`config.mk`:
```
export PLATFORM = sky130hd
export DESIGN_NAME = sample_variance_accumulator
export DESIGN_NICKNAME = d
export VERILOG_FILES = /design/src/hw/rtl/sva_pkg.sv /design/src/hw/rtl/sva_ctrl.sv /design/src/hw/rtl/sva_dpath.sv /design/src/hw/rtl/sample_variance_accumulator.sv
export SDC_FILE = /design/constraint.sdc
export NUM_CORES = 2
export LEC_CHECK = 0
export ABC_AREA = 1
export BUFFER_PORTS_ARGS = -buffer_cell sky130_fd_sc_hd__buf_2
export CAP_MARGIN = 20
export CORE_MARGIN = 2
export CORE_UTILIZATION = 42
export CTS_BUF_LIST = sky130_fd_sc_hd__clkbuf_8
export CTS_CLUSTER_SIZE = 10
export DETAILED_ROUTE_END_ITERATION = 6
export GPL_ROUTABILITY_DRIVEN = 0
export GPL_TIMING_DRIVEN = 0
export PLACE_DENSITY = 0.56
export SETUP_SLACK_MARGIN = 0.02
export SLEW_MARGIN = 20
export SYNTH_ARGS = -nofsm -noshare
export SYNTH_HDL_FRONTEND = slang
export SYNTH_SLANG_ARGS = --single-unit
export TNS_END_PERCENT = 5
```
`constraint.sdc`:
```
create_clock -name clk -period 8.17 [get_ports clk]
set_input_delay 1.634 -clock clk [delete_from_list [all_inputs] [get_ports clk]]
set_output_delay 1.634 -clock clk [all_outputs]
set_load 0.005 [all_outputs]
```
`src/hw/rtl/sva_pkg.sv`:
```
package sva_pkg;

  // Set sizes and arithmetic widths
  localparam int MAX_SAMPLES = 4096;
  localparam int SAMPLE_W    = 16;
  localparam int FRAC_BITS   = 8;
  localparam int CNT_W       = 13;
  localparam int SUM_W       = 28;
  localparam int SQ_W        = 43;
  localparam int VAR_W       = 40;
  localparam int STAT_W      = 2;

  // n * S2 is split into two partial products at this bit
  localparam int LO_W        = 22;
  localparam int HI_W        = SQ_W - LO_W;
  localparam int PLO_W       = CNT_W + LO_W;
  localparam int PHI_W       = CNT_W + HI_W;
  localparam int NUM_W       = 56;
  localparam int DVD_W       = NUM_W + FRAC_BITS;
  localparam int DEN_W       = 24;
  localparam int DIV_CNT_W   = 6;

  localparam logic [CNT_W-1:0]     CNT_MAX  = CNT_W'(MAX_SAMPLES);
  localparam logic [DIV_CNT_W-1:0] DIV_LAST = DIV_CNT_W'(DVD_W - 1);

  // Result status codes
  localparam logic [STAT_W-1:0] STAT_OK   = 2'd0;
  localparam logic [STAT_W-1:0] STAT_FEW  = 2'd1;
  localparam logic [STAT_W-1:0] STAT_MANY = 2'd2;

  typedef enum logic [2:0] {
    ST_ACC,
    ST_MUL_A,
    ST_MUL_B,
    ST_SUM,
    ST_DIFF,
    ST_DIV
  } sva_state_t;

  typedef struct packed {
    logic accept;
    logic last;
    logic mul_a;
    logic mul_b;
    logic sum;
    logic diff;
    logic div_step;
    logic out_load_err;
    logic out_load_div;
  } sva_cmd_t;

  typedef struct packed {
    logic last_err;
    logic div_done;
  } sva_stat_t;

endpackage

```
`src/hw/rtl/sva_ctrl.sv`:
```
module sva_ctrl
  import sva_pkg::*;
(
  input  logic      clk,
  input  logic      rst_n,
  input  logic      in_valid,
  input  logic      in_last,
  output logic      in_stall,
  output logic      out_valid,
  input  logic      out_stall,
  input  sva_stat_t stat,
  output sva_cmd_t  cmd
);

  sva_state_t state_r, state_nxt;
  logic       out_valid_r, out_valid_nxt;
  logic       acc;

  // Hold off requests while a set is being finished, or a last sample with a result pending
  assign in_stall  = (state_r != ST_ACC) || (in_last && out_valid_r);
  assign acc       = in_valid && !in_stall;
  assign out_valid = out_valid_r;

  // Next state
  always_comb begin
    state_nxt = state_r;
    unique case (state_r)
      ST_ACC: begin
        if (acc && in_last && !stat.last_err) state_nxt = ST_MUL_A;
      end
      ST_MUL_A: state_nxt = ST_MUL_B;
      ST_MUL_B: state_nxt = ST_SUM;
      ST_SUM:   state_nxt = ST_DIFF;
      ST_DIFF:  state_nxt = ST_DIV;
      ST_DIV: begin
        if (stat.div_done) state_nxt = ST_ACC;
      end
      default:  state_nxt = ST_ACC;
    endcase
  end

  // Datapath commands
  always_comb begin
    cmd              = '0;
    cmd.accept       = acc;
    cmd.last         = in_last;
    unique case (state_r)
      ST_ACC:   cmd.out_load_err = acc && in_last && stat.last_err;
      ST_MUL_A: cmd.mul_a = 1'b1;
      ST_MUL_B: cmd.mul_b = 1'b1;
      ST_SUM:   cmd.sum = 1'b1;
      ST_DIFF:  cmd.diff = 1'b1;
      ST_DIV: begin
        cmd.div_step     = 1'b1;
        cmd.out_load_div = stat.div_done;
      end
      default:  cmd.out_load_err = 1'b0;
    endcase
  end

  // Raise valid on a new result, drop it once taken
  always_comb begin
    out_valid_nxt = out_valid_r;
    if (cmd.out_load_err || cmd.out_load_div) begin
      out_valid_nxt = 1'b1;
    end else if (out_valid_r && !out_stall) begin
      out_valid_nxt = 1'b0;
    end
  end

  always_ff @(posedge clk) begin
    if (!rst_n) begin
      state_r     <= ST_ACC;
      out_valid_r <= 1'b0;
    end else begin
      state_r     <= state_nxt;
      out_valid_r <= out_valid_nxt;
    end
  end

endmodule

```
`src/hw/rtl/sva_dpath.sv`:
```
module sva_dpath
  import sva_pkg::*;
(
  input  logic                       clk,
  input  logic                       rst_n,
  input  logic signed [SAMPLE_W-1:0] in_sample,
  input  sva_cmd_t                   cmd,
  output sva_stat_t                  stat,
  output logic        [VAR_W-1:0]    out_variance,
  output logic        [STAT_W-1:0]   out_status
);

  // Running accumulators
  logic        [CNT_W-1:0]  cnt_r, cnt_nxt;
  logic signed [SUM_W-1:0]  sum_r, sum_nxt;
  logic        [SQ_W-1:0]   sq_r, sq_nxt;
  logic                     ovf_r, ovf_nxt;

  // Set snapshot and arithmetic pipeline
  logic        [CNT_W-1:0]  n_r;
  logic        [SUM_W-1:0]  sabs_r;
  logic        [SQ_W-1:0]   s2_r;
  logic        [PLO_W-1:0]  plo_r;
  logic        [PHI_W-1:0]  phi_r;
  logic        [NUM_W-1:0]  s1sq_r, ns2_r;
  logic        [DEN_W-1:0]  den_r;
  logic        [2*CNT_W-1:0] den_full;
  logic        [NUM_W-1:0]  num;

  // Restoring divider
  logic        [DVD_W-1:0]     dvd_r, dvd_nxt;
  logic        [DEN_W-1:0]     rem_r, rem_nxt;
  logic        [DEN_W:0]       rem_sh, rem_sub;
  logic        [DIV_CNT_W-1:0] div_cnt_r;
  logic                        ge;

  logic        [SAMPLE_W-1:0]  ax;
  logic        [2*SAMPLE_W-1:0] sq_x;
  logic        [STAT_W-1:0]    live_status;
  logic        [VAR_W-1:0]     out_variance_r;
  logic        [STAT_W-1:0]    out_status_r;

  // Square and add one sample, saturating the count
  assign ax   = in_sample[SAMPLE_W-1] ? (~in_sample + 1'b1) : in_sample;
  assign sq_x = (2*SAMPLE_W)'(ax) * (2*SAMPLE_W)'(ax);

  always_comb begin
    cnt_nxt = cnt_r;
    sum_nxt = sum_r;
    sq_nxt  = sq_r;
    ovf_nxt = ovf_r;
    if (cnt_r < CNT_MAX) begin
      cnt_nxt = cnt_r + 1'b1;
      sum_nxt = sum_r + SUM_W'(in_sample);
      sq_nxt  = sq_r + SQ_W'(sq_x);
    end else begin
      ovf_nxt = 1'b1;
    end
  end

  // Status of the set if this sample closes it
  always_comb begin
    if (ovf_nxt) begin
      live_status = STAT_MANY;
    end else if (cnt_nxt < CNT_W'(2)) begin
      live_status = STAT_FEW;
    end else begin
      live_status = STAT_OK;
    end
  end

  assign stat.last_err = (live_status != STAT_OK);
  assign stat.div_done = (div_cnt_r == DIV_LAST);

  // Accumulate, or snapshot and clear on the last sample
  always_ff @(posedge clk) begin
    if (!rst_n) begin
      cnt_r <= '0;
      sum_r <= '0;
      sq_r  <= '0;
      ovf_r <= 1'b0;
    end else if (cmd.accept) begin
      if (cmd.last) begin
        cnt_r <= '0;
        sum_r <= '0;
        sq_r  <= '0;
        ovf_r <= 1'b0;
      end else begin
        cnt_r <= cnt_nxt;
        sum_r <= sum_nxt;
        sq_r  <= sq_nxt;
        ovf_r <= ovf_nxt;
      end
    end
  end

  always_ff @(posedge clk) begin
    if (cmd.accept && cmd.last) begin
      n_r    <= cnt_nxt;
      sabs_r <= sum_nxt[SUM_W-1] ? (~sum_nxt + 1'b1) : sum_nxt;
      s2_r   <= sq_nxt;
    end
  end

  // Products: low half of n*S2, S1 squared and n*(n-1), then the high half
  assign den_full = (2*CNT_W)'(n_r) * (2*CNT_W)'(n_r - 1'b1);

  always_ff @(posedge clk) begin
    if (cmd.mul_a) begin
      plo_r  <= PLO_W'(n_r) * PLO_W'(s2_r[LO_W-1:0]);
      s1sq_r <= NUM_W'(sabs_r) * NUM_W'(sabs_r);
      den_r  <= den_full[DEN_W-1:0];
    end
    if (cmd.mul_b) begin
      phi_r <= PHI_W'(n_r) * PHI_W'(s2_r[SQ_W-1:LO_W]);
    end
    if (cmd.sum) begin
      ns2_r <= NUM_W'(plo_r) + (NUM_W'(phi_r) << LO_W);
    end
  end

  // Clamp the numerator at zero
  assign num = (ns2_r >= s1sq_r) ? (ns2_r - s1sq_r) : '0;

  // One quotient bit per step
  assign rem_sh  = {rem_r, dvd_r[DVD_W-1]};
  assign rem_sub = rem_sh - {1'b0, den_r};
  assign ge      = (rem_sh >= {1'b0, den_r});
  assign rem_nxt = ge ? rem_sub[DEN_W-1:0] : rem_sh[DEN_W-1:0];
  assign dvd_nxt = {dvd_r[DVD_W-2:0], ge};

  always_ff @(posedge clk) begin
    if (cmd.diff) begin
      dvd_r <= {num, FRAC_BITS'(0)};
      rem_r <= '0;
    end else if (cmd.div_step) begin
      dvd_r <= dvd_nxt;
      rem_r <= rem_nxt;
    end
  end

  always_ff @(posedge clk) begin
    if (!rst_n) begin
      div_cnt_r <= '0;
    end else if (cmd.diff) begin
      div_cnt_r <= '0;
    end else if (cmd.div_step) begin
      div_cnt_r <= div_cnt_r + 1'b1;
    end
  end

  // Result register
  always_ff @(posedge clk) begin
    if (cmd.out_load_err) begin
      out_variance_r <= '0;
      out_status_r   <= live_status;
    end else if (cmd.out_load_div) begin
      out_variance_r <= dvd_nxt[VAR_W-1:0];
      out_status_r   <= STAT_OK;
    end
  end

  assign out_variance = out_variance_r;
  assign out_status   = out_status_r;

endmodule

```
`src/hw/rtl/sample_variance_accumulator.sv`:
```
// Accumulation takes one sample per cycle while a set is open; a last sample waits while
// a result is pending. A set that ends in error (too few or too many samples) gives its
// result in the cycle after the last sample; a valid set gives it after 4 multiply/add
// steps and a 64-step restoring divider, and input is held off during those steps.
// Synchronous active-low reset clears the accumulators, state machine and output valid.
module sample_variance_accumulator
  import sva_pkg::*;
(
  input  logic                       clk,
  input  logic                       rst_n,
  input  logic                       in_valid,
  output logic                       in_stall,
  input  logic signed [SAMPLE_W-1:0] in_sample,
  input  logic                       in_last,
  output logic                       out_valid,
  input  logic                       out_stall,
  output logic        [VAR_W-1:0]    out_variance,
  output logic        [STAT_W-1:0]   out_status
);

  sva_cmd_t  cmd;
  sva_stat_t stat;

  sva_ctrl u_ctrl (
    .clk       (clk),
    .rst_n     (rst_n),
    .in_valid  (in_valid),
    .in_last   (in_last),
    .in_stall  (in_stall),
    .out_valid (out_valid),
    .out_stall (out_stall),
    .stat      (stat),
    .cmd       (cmd)
  );

  sva_dpath u_dpath (
    .clk          (clk),
    .rst_n        (rst_n),
    .in_sample    (in_sample),
    .cmd          (cmd),
    .stat         (stat),
    .out_variance (out_variance),
    .out_status   (out_status)
  );

endmodule
```
==> impl_metrics.yaml <==
setup_path:
  crit_required_ns: 8.65
  critPathMostFrequentCell: "fa_1"
  endpoint_kind: "register"
  reg2reg_from: "u_dpath.sabs_r[19]$_DFFE_PP_"
  worstPathCellList: "buf_12 -> buf_1 -> nand2_1 -> fa_1 -> inv_1 -> fa_1 -> fa_1 -> inv_1 -> fa_1 -> fa_1 -> fa_1 -> inv_1 -> fa_1 -> ha_1 -> nand2_1 -> nor2_1 -> nand4_1 -> o211ai_1 -> nand2_1 -> nand3_1 -> a21oi_1 -> or2_1 -> nand3_1 -> nand2_1"
  crit_start: "u_dpath.sabs_r[19]$_DFFE_PP_"
  cp_top_family: "adder cells"
  critical_path_depth: 24
  arrival_ns: 8.45
  slowest_stage: "buf_1"
  cp_num_buf_inv: 5
  setup.worst_path.start_class: "register"
  setup.reg_to_reg.worst_slack_ns: 0.20
  timing.rr.end: "u_dpath.s1sq_r[51]$_DFFE_PP_"
  reg2reg_depth: 24
  endpoint: "u_dpath.s1sq_r[51]$_DFFE_PP_"
  cp_max_fo: 10
  crit_type: "reg -> reg"
  cpPeakStageDelay_ns: 0.74
die:
  io_pins: 65
  core_area_mm2: 0.195
  initial_core_util_pct: 42.2
  row_count: 162
  die_w_um: 447
  die_h_um: 447
  dieArea_mm2: 0.200
route:
  drc: 1
  wl_per_cell_um: 19.0
  dr.pass1.iters: 7
  first_iter_violations: 5131
  viasPerCell: 5.01
  num_vias: 65500
  ant_nets: 0
  wl_mm: 249
synth:
  seq_area_frac_synth_pct: 16.6
  ys_types: 64
  netlist_area_mm2: 0.0824
  yosys_warnings: 0
  yosysTopAreaCell: "fa_1"
  synth_top_area_share_pct: 33.5
  synth_ff_type: "edfxtp_1"
  synthTopCellsByArea: "fa_1 (34%), edfxtp_1 (13%), inv_1 (12%)"
  ys_async_sr_fraction_pct: 0
  syn_inst: 10200
  synth-seq-cells: 512
  synth_edf_count: 345
  avgSynthCellArea_um2: 8.12
timing:
  setup-violations-final: 0
  finalMaxSlewViolations: 0
  timing.fmax_mhz: 125
  fin_ws_ns: 0.195
  hold_viol: 0
  slew_headroom_pct: 20.7
  fin_crit_ns: 7.97
  clock-skew-final_ns: 0.0861
  rsz0062_at_grt: "yes"
  timing.final.crit_share_pct: 97.6
  worst_pin_slew_ns: 1.19
place:
  dpl.hpwl_mm: 211
  portBuffers: 64
  dpl_worst_slack_ns: -1.68
status:
  violations: "design-rule violations"
  outcome: "complete, but fails checks"
hold_path:
  hp-class: "reg -> reg"
cts:
  cts_tree: "yes"
  ctsHoldBuffers: 0
  clkSinkCount: 512
  h-tree-depth: 3
  cts_buffers: 93
  clk-insertion-delay-late_ns: 0.80
  clk_path_buf_depth: 3
  cts.reportedPaths.clkPinSlew_ns: 0.07
  ctsRootBufferMaster: "clkbuf_8"
cells_and_area:
  final_common_cell: "inv_1"
  nNetsFinal: 12400
  final_cell_mix: "inv_1 (2,673), nand2_1 (2,343), fa_1 (1,379)"
  area_growth_syn_to_layout_pct: 8.36
  drive_gt1_share_pct: 5.33
global_routing:
  grt_overflow: 0
  grt_pass1_vias: 68000
  grt_pass1_wl_mm: 388
  antenna_found_initial: 4
  track_usage_pct: 25.2
  grt_max_degree: 49
run:
  max_cap_violations: 0
-- layout make-up --
cell class                 count  area [um^2]
antenna                        4         10.0
sequential                   512        13700
clock inverter                73          488
timing repair buffer         120          986
clock buffer                 101         1390
inverter                    2665        10000
tap                         2624         3280
fill                       19600       106000
buffer                       287         1320
multi-input combinational   6703        58000
-- stage by stage --
step | setup TNS (ns) | util (%) | hold WS, ns | cell area (um^2) | cells
after global routing | -0.269 | 45.8 | 0.429 | 89200 | 13100
after global placement | -249.27 | 44.2 | 0.405 | 86100 | 12900
after floorplan | 0 | - | 0.400 | 82500 | 10200
after CTS | 0 | 45.4 | 0.413 | 88400 | 13100
after detailed placement | -87.32 | 44.3 | 0.405 | 86400 | 12900
final | 0 | 45.8 | 0.410 | 89300 | 13100
-- per-layer routing --
metal | vias to the layer above | GRT usage [%] | share of wire, %
met5 | - | 0 | 0.012
met4 | 6 | 9.99 | 4.5
met3 | 456 | 4.37 | 7.7
met2 | 2264 | 39.7 | 45
met1 | 32000 | 34.6 | 43
li1 | 30800 | - | -
-- how the worst min path moves through the flow --
| stage | startpoint | end | slack (ns) | cells past startpoint |
|---|---|---|---|---|
| 2_1_floorplan | u_dpath.plo_r[0]$_DFFE_PP_ | u_dpath.ns2_r[0]$_DFFE_PN_ | 0.40 | 0 |
| 3_3_place_gp | u_dpath.plo_r[11]$_DFFE_PP_ | u_dpath.ns2_r[11]$_DFFE_PN_ | 0.41 | 0 |
| 3_5_place_dp | u_dpath.plo_r[6]$_DFFE_PP_ | u_dpath.ns2_r[6]$_DFFE_PN_ | 0.41 | 0 |
| 4_1_cts | u_dpath.plo_r[19]$_DFFE_PP_ | u_dpath.ns2_r[19]$_DFFE_PN_ | 0.41 | 0 |
| 5_1_grt | u_dpath.plo_r[0]$_DFFE_PP_ | u_dpath.ns2_r[0]$_DFFE_PN_ | 0.43 | 0 |
| 6_report | u_dpath.plo_r[19]$_DFFE_PP_ | u_dpath.ns2_r[19]$_DFFE_PN_ | 0.41 | 0 |
-- cells by family after synthesis --
kind of cell	synth area share, %
AOI/OAI and AO/OA	6.28
buffers and inverters	13.6
xor gates and xnor gates	3.19
other	0.00912
and+or+nand+nor	16.6
adders and majority gates	43.6
DFF	16.6
-- synth_stat cells (4+ instances only) --
| library cell | count |
|---|---|
| inv_1 | 2643 |
| nand2_1 | 2364 |
| fa_1 | 1379 |
| ha_1 | 665 |
| nor2_1 | 542 |
| a21oi_1 | 428 |
| edfxtp_1 | 345 |
| o21ai_0 | 260 |
| nand3_1 | 239 |
| xor2_1 | 178 |
| clkbuf_1 | 172 |
| dfxtp_1 | 167 |
| xnor2_1 | 120 |
| buf_1 | 101 |
| nand4_1 | 63 |
| nor3_1 | 58 |
| a21o_1 | 41 |
| a31oi_1 | 40 |
| or2_2 | 39 |
| o21ai_1 | 29 |
| o21a_1 | 19 |
| o21bai_1 | 19 |
| buf_2 | 18 |
| nand3b_1 | 17 |
| nand2_2 | 16 |
| o211ai_1 | 16 |
| nor4_1 | 15 |
| nor2_2 | 14 |
| o21ai_2 | 13 |
| o22ai_1 | 13 |
| inv_2 | 11 |
| clkinv_1 | 10 |
| o221ai_1 | 9 |
| a21boi_0 | 8 |
| buf_6 | 7 |
| o31ai_1 | 7 |
| and3_1 | 6 |
| nand3_2 | 5 |
| nor3_2 | 5 |
| a211oi_1 | 4 |
| a32o_1 | 4 |
| and2_1 | 4 |
-- repair_timing --
item / CTS / global route
setup endpoints to repair: 82 / 83
resized for setup: 50 / 200
pin swaps: 1 / 12
buffers inserted: 6 / 35
-- state kept, by name (all words and copies together), names as in the netlist, 13 cells and up --
register              flops
u_dpath.cnt_r            13
u_dpath.den_r            23
u_dpath.out_variance     40
u_dpath.phi_r            34
u_dpath.s1sq_r           55
u_dpath.s2_r             43
u_dpath.n_r              13
u_dpath.sabs_r           28
u_dpath.sum_r            28
u_dpath.dvd_r            64
u_dpath.ns2_r            56
u_dpath.plo_r            35
u_dpath.rem_r            24
u_dpath.sq_r             43
Power is not shown: default switching activity piles up to over one toggle a cycle in this logic, so the estimate is an artifact.
